==> config.mk <==
export PLATFORM = sky130hd
export DESIGN_NAME = xtea_dec_cell
export DESIGN_NICKNAME = d
export VERILOG_FILES = /design/src/hw/rtl/xtea_dec_pkg.sv /design/src/hw/rtl/xtea_dec_cell.sv
export SDC_FILE = /design/constraint.sdc
export NUM_CORES = 1
export LEC_CHECK = 0
export BUFFER_PORTS_ARGS = -buffer_cell sky130_fd_sc_hd__buf_4
export CORE_ASPECT_RATIO = 0.6
export CORE_MARGIN = 2
export CORE_UTILIZATION = 35
export DETAILED_ROUTE_END_ITERATION = 6
export GPL_TIMING_DRIVEN = 0
export PLACE_DENSITY = 0.55
export SLEW_MARGIN = 40
export SYNTH_ARGS = -nofsm -noshare
export SYNTH_HDL_FRONTEND = slang
export SYNTH_SLANG_ARGS = --single-unit
==> constraint.sdc <==
create_clock -name clk -period 0.9 [get_ports clk]
set_clock_uncertainty 0.15 [all_clocks]
set_input_delay 0.045 -clock clk [delete_from_list [all_inputs] [get_ports clk]]
set_output_delay 0.045 -clock clk [all_outputs]
set_load 0.005 [all_outputs]
==> src/hw/rtl/xtea_dec_pkg.sv <==
// xtea_dec_pkg: payload types, cipher constants and register indexes
// for the xtea block decrypt pipeline; no dependencies
`timescale 1ns / 1ps

package xtea_dec_pkg;

    localparam int          ROUNDS = 32;
    localparam int          STAGES = 2 * ROUNDS;
    localparam logic [31:0] DELTA  = 32'h9E3779B9;
    localparam int          CFG_INDEX_W = 3;

    // configuration register indexes
    typedef enum logic [CFG_INDEX_W-1:0] {
        KEY_WORD0 = 3'd0,
        KEY_WORD1 = 3'd1,
        KEY_WORD2 = 3'd2,
        KEY_WORD3 = 3'd3
    } cfg_index_t;

    // input transfer payload
    typedef struct packed {
        logic [31:0] cipher_first;
        logic [31:0] cipher_second;
    } cipher_t;

    // output transfer payload
    typedef struct packed {
        logic [31:0] plain_first;
        logic [31:0] plain_second;
    } plain_t;

    // working pair carried along the cell chain
    typedef struct packed {
        logic [31:0] first;
        logic [31:0] second;
    } word_pair_t;

    // running sum seen by half-round h (even: second update, odd: first update)
    function automatic logic [31:0] half_sum(input int h);
        int          rounds_left;
        logic [63:0] prod;
        rounds_left = ROUNDS - (h >> 1) - (h & 1);
        prod        = 64'(DELTA) * 64'(rounds_left);
        return prod[31:0];
    endfunction

    // key word picked by half-round h
    function automatic logic [1:0] half_key_sel(input int h);
        logic [31:0] s;
        s = half_sum(h);
        return ((h & 1) == 1) ? s[1:0] : s[12:11];
    endfunction

endpackage

==> src/hw/rtl/xtea_dec_cell.sv <==
// xtea_dec_cell: one half-round of the xtea inverse with its stage register
// depends on xtea_dec_pkg
`timescale 1ns / 1ps

module xtea_dec_cell (
    input  logic                     clk,
    input  logic                     rst_n,
    input  logic                     advance,
    input  logic                     odd_half,
    input  logic [31:0]              round_sum,
    input  logic [31:0]              key_word,
    input  logic                     prev_valid,
    input  xtea_dec_pkg::word_pair_t prev_data,
    output logic                     valid,
    output xtea_dec_pkg::word_pair_t data
);
    import xtea_dec_pkg::*;

    logic        valid_reg;
    word_pair_t  data_reg;
    word_pair_t  data_next;
    logic [31:0] src;
    logic [31:0] mix;
    logic [31:0] sum_key;
    logic [31:0] f;

    // mixing function on the word that is not updated
    always_comb
    begin
        src       = odd_half ? prev_data.second : prev_data.first;
        mix       = ((src << 4) ^ (src >> 5)) + src;
        sum_key   = round_sum + key_word;
        f         = mix ^ sum_key;
        data_next = prev_data;
        if (odd_half)
        begin
            data_next.first = prev_data.first - f;
        end
        else
        begin
            data_next.second = prev_data.second - f;
        end
    end

    // stage valid
    always_ff @(posedge clk or negedge rst_n)
    begin
        if (!rst_n)
        begin
            valid_reg <= 1'b0;
        end
        else if (advance)
        begin
            valid_reg <= prev_valid;
        end
    end

    // stage data
    always_ff @(posedge clk)
    begin
        if (advance)
        begin
            data_reg <= data_next;
        end
    end

    assign valid = valid_reg;
    assign data  = data_reg;

endmodule

# Word level (Yosys, flattened, before mapping)
# Index checks and enable logic that the tools add are counted.
# Widths: inputs -> output; s select.
# word_totals
register_bits	65
input_bits	133
output_inout_bits	65
# op_classes
addsub	4
bitwise_logic	2
mux	3
# ops
cell	n
$mux 32	3
$add 32x32->32	2
$sub 32x32->32	2
$xor 32x27->32	1
$xor 32x32->32	1

# Longest topological paths before layout
# depth
word_depth	6
ltp_mapped	32
mapped_depth_nobuf	29

# Worst setup path after synthesis
# No wires, ideal clock.
# synth_path
kind	input to register
startpoint	input odd_half
endpoint	register data_reg (netlist bit data[57]) (data pin)
path_stages	28
n_path_buf	4
path_slack_ns	-5.668
arrival_ns	6.161
path_cell_list	buf_4 -> clkbuf_1 -> clkbuf_1 -> buf_1 -> nand2_1 -> o21ai_0 -> ha_1 -> fa_1 -> xnor2_1 -> ha_1 -> nor2b_1 -> o31ai_1 -> a21o_1 -> nor2b_1 -> o21ai_0 -> a31oi_1 -> a211oi_1 -> o2111ai_2 -> a21oi_1 -> or4_4 -> a311oi_2 -> o22ai_1 -> and3_4 -> maj3_2 -> maj3_2 -> xor2_1 -> nand2_1 -> xnor2_1
# synth_lines
element	line_no	text
start: declaration	xtea_dec_cell.sv:9	input logic odd_half,
end signal: assignment	xtea_dec_cell.sv:63	data_reg <= data_next;
end: declaration	xtea_dec_cell.sv:20	word_pair_t data_reg;

==> metrics.yaml <==
setup_path:
  cp_data_required_time_ns: 0.87
  reg2reg_depth: 1
  crit_path_end_kind: "register"
  cp-startpoint: "odd_half"
  worst-path-max-fanout: 6
  cp_data_arrival_time_ns: 6.13
  worst_path_largest_cell_delay_ns: 0.58
  path_class: "in2reg"
  crit_slowest_cell: "or4_4"
  r2r_start: "valid$_DFFE_PN0P_"
  setup.worst_path.start_class: "primary input"
global_routing:
  grt_overflow: 0
  grt_pass1_vias: 9326
  grt_max_degree: 66
  grt_antenna_before_repair: 0
  grt_pass1_wl_um: 55600
  track_usage_pct: 25.4
logic_synthesis:
  avgSynthCellArea_um2: 8.32
  yosys.area.top_type: "edfxtp_1"
  seq_area_frac_synth_pct: 20.1
  ys_top_cells_by_count: "xnor2_1 (140), nand2_1 (93), nor2_1 (93), ha_1 (90), a21oi_1 (81)"
  ys_types: 88
  yosys.cell_count.top_type: "xnor2_1"
  synthTopCellsByArea: "edfxtp_1 (20%), xnor2_1 (13%), ha_1 (12%), xor2_1 (4.8%), a21oi_1 (4.2%)"
  netlist_area_um2: 9700
  synth_nets: 1393
  ys_ff_latch: 65
  async_reset_ff_share_pct: 1.54
  synth_edf_count: 64
  synth_cells: 1166
  yosys_warnings: 0
  synthFlopType: "edfxtp_1"
  netlist.area_leader.share_pct: 19.8
floorplan:
  die_x_um: 219
  pin_count: 198
  fp-row-count: 47
  die_area_um2: 29100
  initial_core_util_pct: 35.4
  dieHeight_um: 133
  core-area_um2: 27400
sta:
  rsz0062_at_grt: "true"
  period_share_pct: 685
  finalHoldViolCount: 44
  tightest_slew_ns: 0.867
  maxSlewViolCount: 0
  max_slew_margin_pct: 41.8
  fmax_mhz: 162
  worst_slack_ns: -5.26
  period_minus_slack_ns: 6.16
  timing.hold.ws_ns: -0.149
  finalSetupViolations: 130
detailed_routing:
  vias: 10200
  viasPerCell: 5.56
  routedWlPerCell_um: 20.7
  drc: 0
  first_pass_iters: 6
  antenna_left: 0
  drt-total-wl_um: 38100
  dr.first_iter.drc_count: 840
clock_network:
  path_clk_slew_ns: 0.07
  max-clock-path-buffers: 2
  cts_buffers: 9
  htree_levels: 3
  cts.sinks: 65
  cts_tree: "done"
  insertion_delay_ns: 0.35
  root_buffer: "clkbuf_16"
  hold_buffers: 4
min_path:
  holdCritPathClass: "in2reg"
  hp-start: "prev_data[3]"
  hold_path_depth: 3
job:
  max_cap_viol_count: 0
run_status:
  violations: "negative hold slack, negative setup slack"
  status: "finished, violations left"
cells_and_area:
  nets: 1698
  antenna_cells: 0
  drive_gt1_share_pct: 39.1
  area_growth_pct: 49.6
  num-fill-cells: 2567
  largest_reg_flops: 64
  fin_util_pct: 52.9
placement:
  place.gp.congestion: 0.931
  hpwl_um: 29100
  io_buffers: 190
  pre_cts_slack_ns: -6.76
pwr:
  power_density_nw_per_um2: 3280
  vdd_drop_max_mv: 1.23
  power.leakage_nw: 6.17
layer usage:
layer	track usage [%]	wire length (µm)	vias up
li1	-	-	4886
met1	40.3	19700	4906
met4	3.83	317	0
met3	6.69	3170	31
met5	0	0	-
met2	33.9	15000	416
path summary, 6_finish.rpt:
check / endpoint / slack (ns)
min in group asynchronous: valid$_DFFE_PN0P_ / 0.40
setup / recovery: data[57]$_DFFE_PP_ / -5.26
hold reg to reg: valid$_DFFE_PN0P_ / 0.40
max in group asynchronous: valid$_DFFE_PN0P_ / 0.10
setup reg to reg: valid$_DFFE_PN0P_ / -0.01
hold / removal: data[3]$_DFFE_PP_ / -0.15
per-stage QoR:
stage	TNS, ns	std cells	cell area, µm²	power (W)
global placement	-324.46	1723	11900	0.0327
finish	-248.46	1843	14500	0.0476
floorplan	-215.85	1166	9970	0.0253
global route	-258.76	1843	14500	0.0504
detailed placement	-314.12	1723	11900	0.0329
CTS	-239.63	1811	13700	0.0431
cell families (layout without fill, tap and decap cells):
| family | Yosys count | after routing | share of synthesized area [%] |
|---|---|---|---|
| multiplexers | 20 | 20 | 2.14 |
| flip-flops | 65 | 65 | 20.1 |
| buffers and inverters | 83 | 393 | 3.30 |
| AO/OA/AOI/OAI | 320 | 320 | 22.0 |
| XOR/XNOR | 202 | 202 | 19.3 |
| AND/OR/NAND/NOR | 356 | 356 | 17.8 |
| adder cells (fa/ha/maj) | 120 | 120 | 15.3 |
worst max-delay path: cells and delay by family:
kind	cells	cell delay, ns
buffers and inverters	6	0.82
XOR/XNOR	4	0.73
adder cells (fa/ha/maj)	4	1.27
AND/OR/NAND/NOR	7	1.31
AO/OA/AOI/OAI	10	1.95
placed cells by master, fill, tap and decap left out, types with 10 or more instances in the layout:
master / instances
xnor2_2: 38
and3_1: 11
a31oi_1: 10
nand2_1: 79
o211ai_1: 15
o21ai_2: 10
nor2b_1: 17
xnor2_1: 99
nor3_1: 22
buf_4: 243
clkbuf_16: 14
ha_4: 17
buf_6: 46
a21oi_2: 26
nand3_1: 21
xor2_1: 51
a21o_1: 36
o21bai_1: 10
clkbuf_1: 10
ha_1: 70
o21ai_0: 27
or3_1: 10
maj3_2: 15
maj3_1: 10
inv_1: 45
o21ai_1: 24
edfxtp_1: 64
nor2_1: 82
a21oi_1: 52
and2_1: 18
or2_2: 12
repair_timing:
action	in CTS	in global routing
setup buffers	69	35
pin swaps	119	107
resized for setup	187	106
gates cloned	0	0
setup endpoints to repair	130	130
hold endpoints to repair	50	41
layout make-up:
cell class	count	area, µm²	area share, %
sequential	65	1950	13.4
buffer	32	327	2.25
inverter	50	195	1.35
clock inverter	7	93.8	0.647
tap	367	459	3.17
multi-input combinational	1018	8840	61.0
clock buffer	9	225	1.55
timing repair buffer	295	2410	16.6
where the power goes:
part / switching (W) / internal (W)
Combinational: 0.0194 / 0.0186
Sequential: 0.000451 / 0.00516
Clock: 0.00156 / 0.00243
Total: 0.0214 / 0.0262
Note: power is estimated with default switching activity, not from simulation.
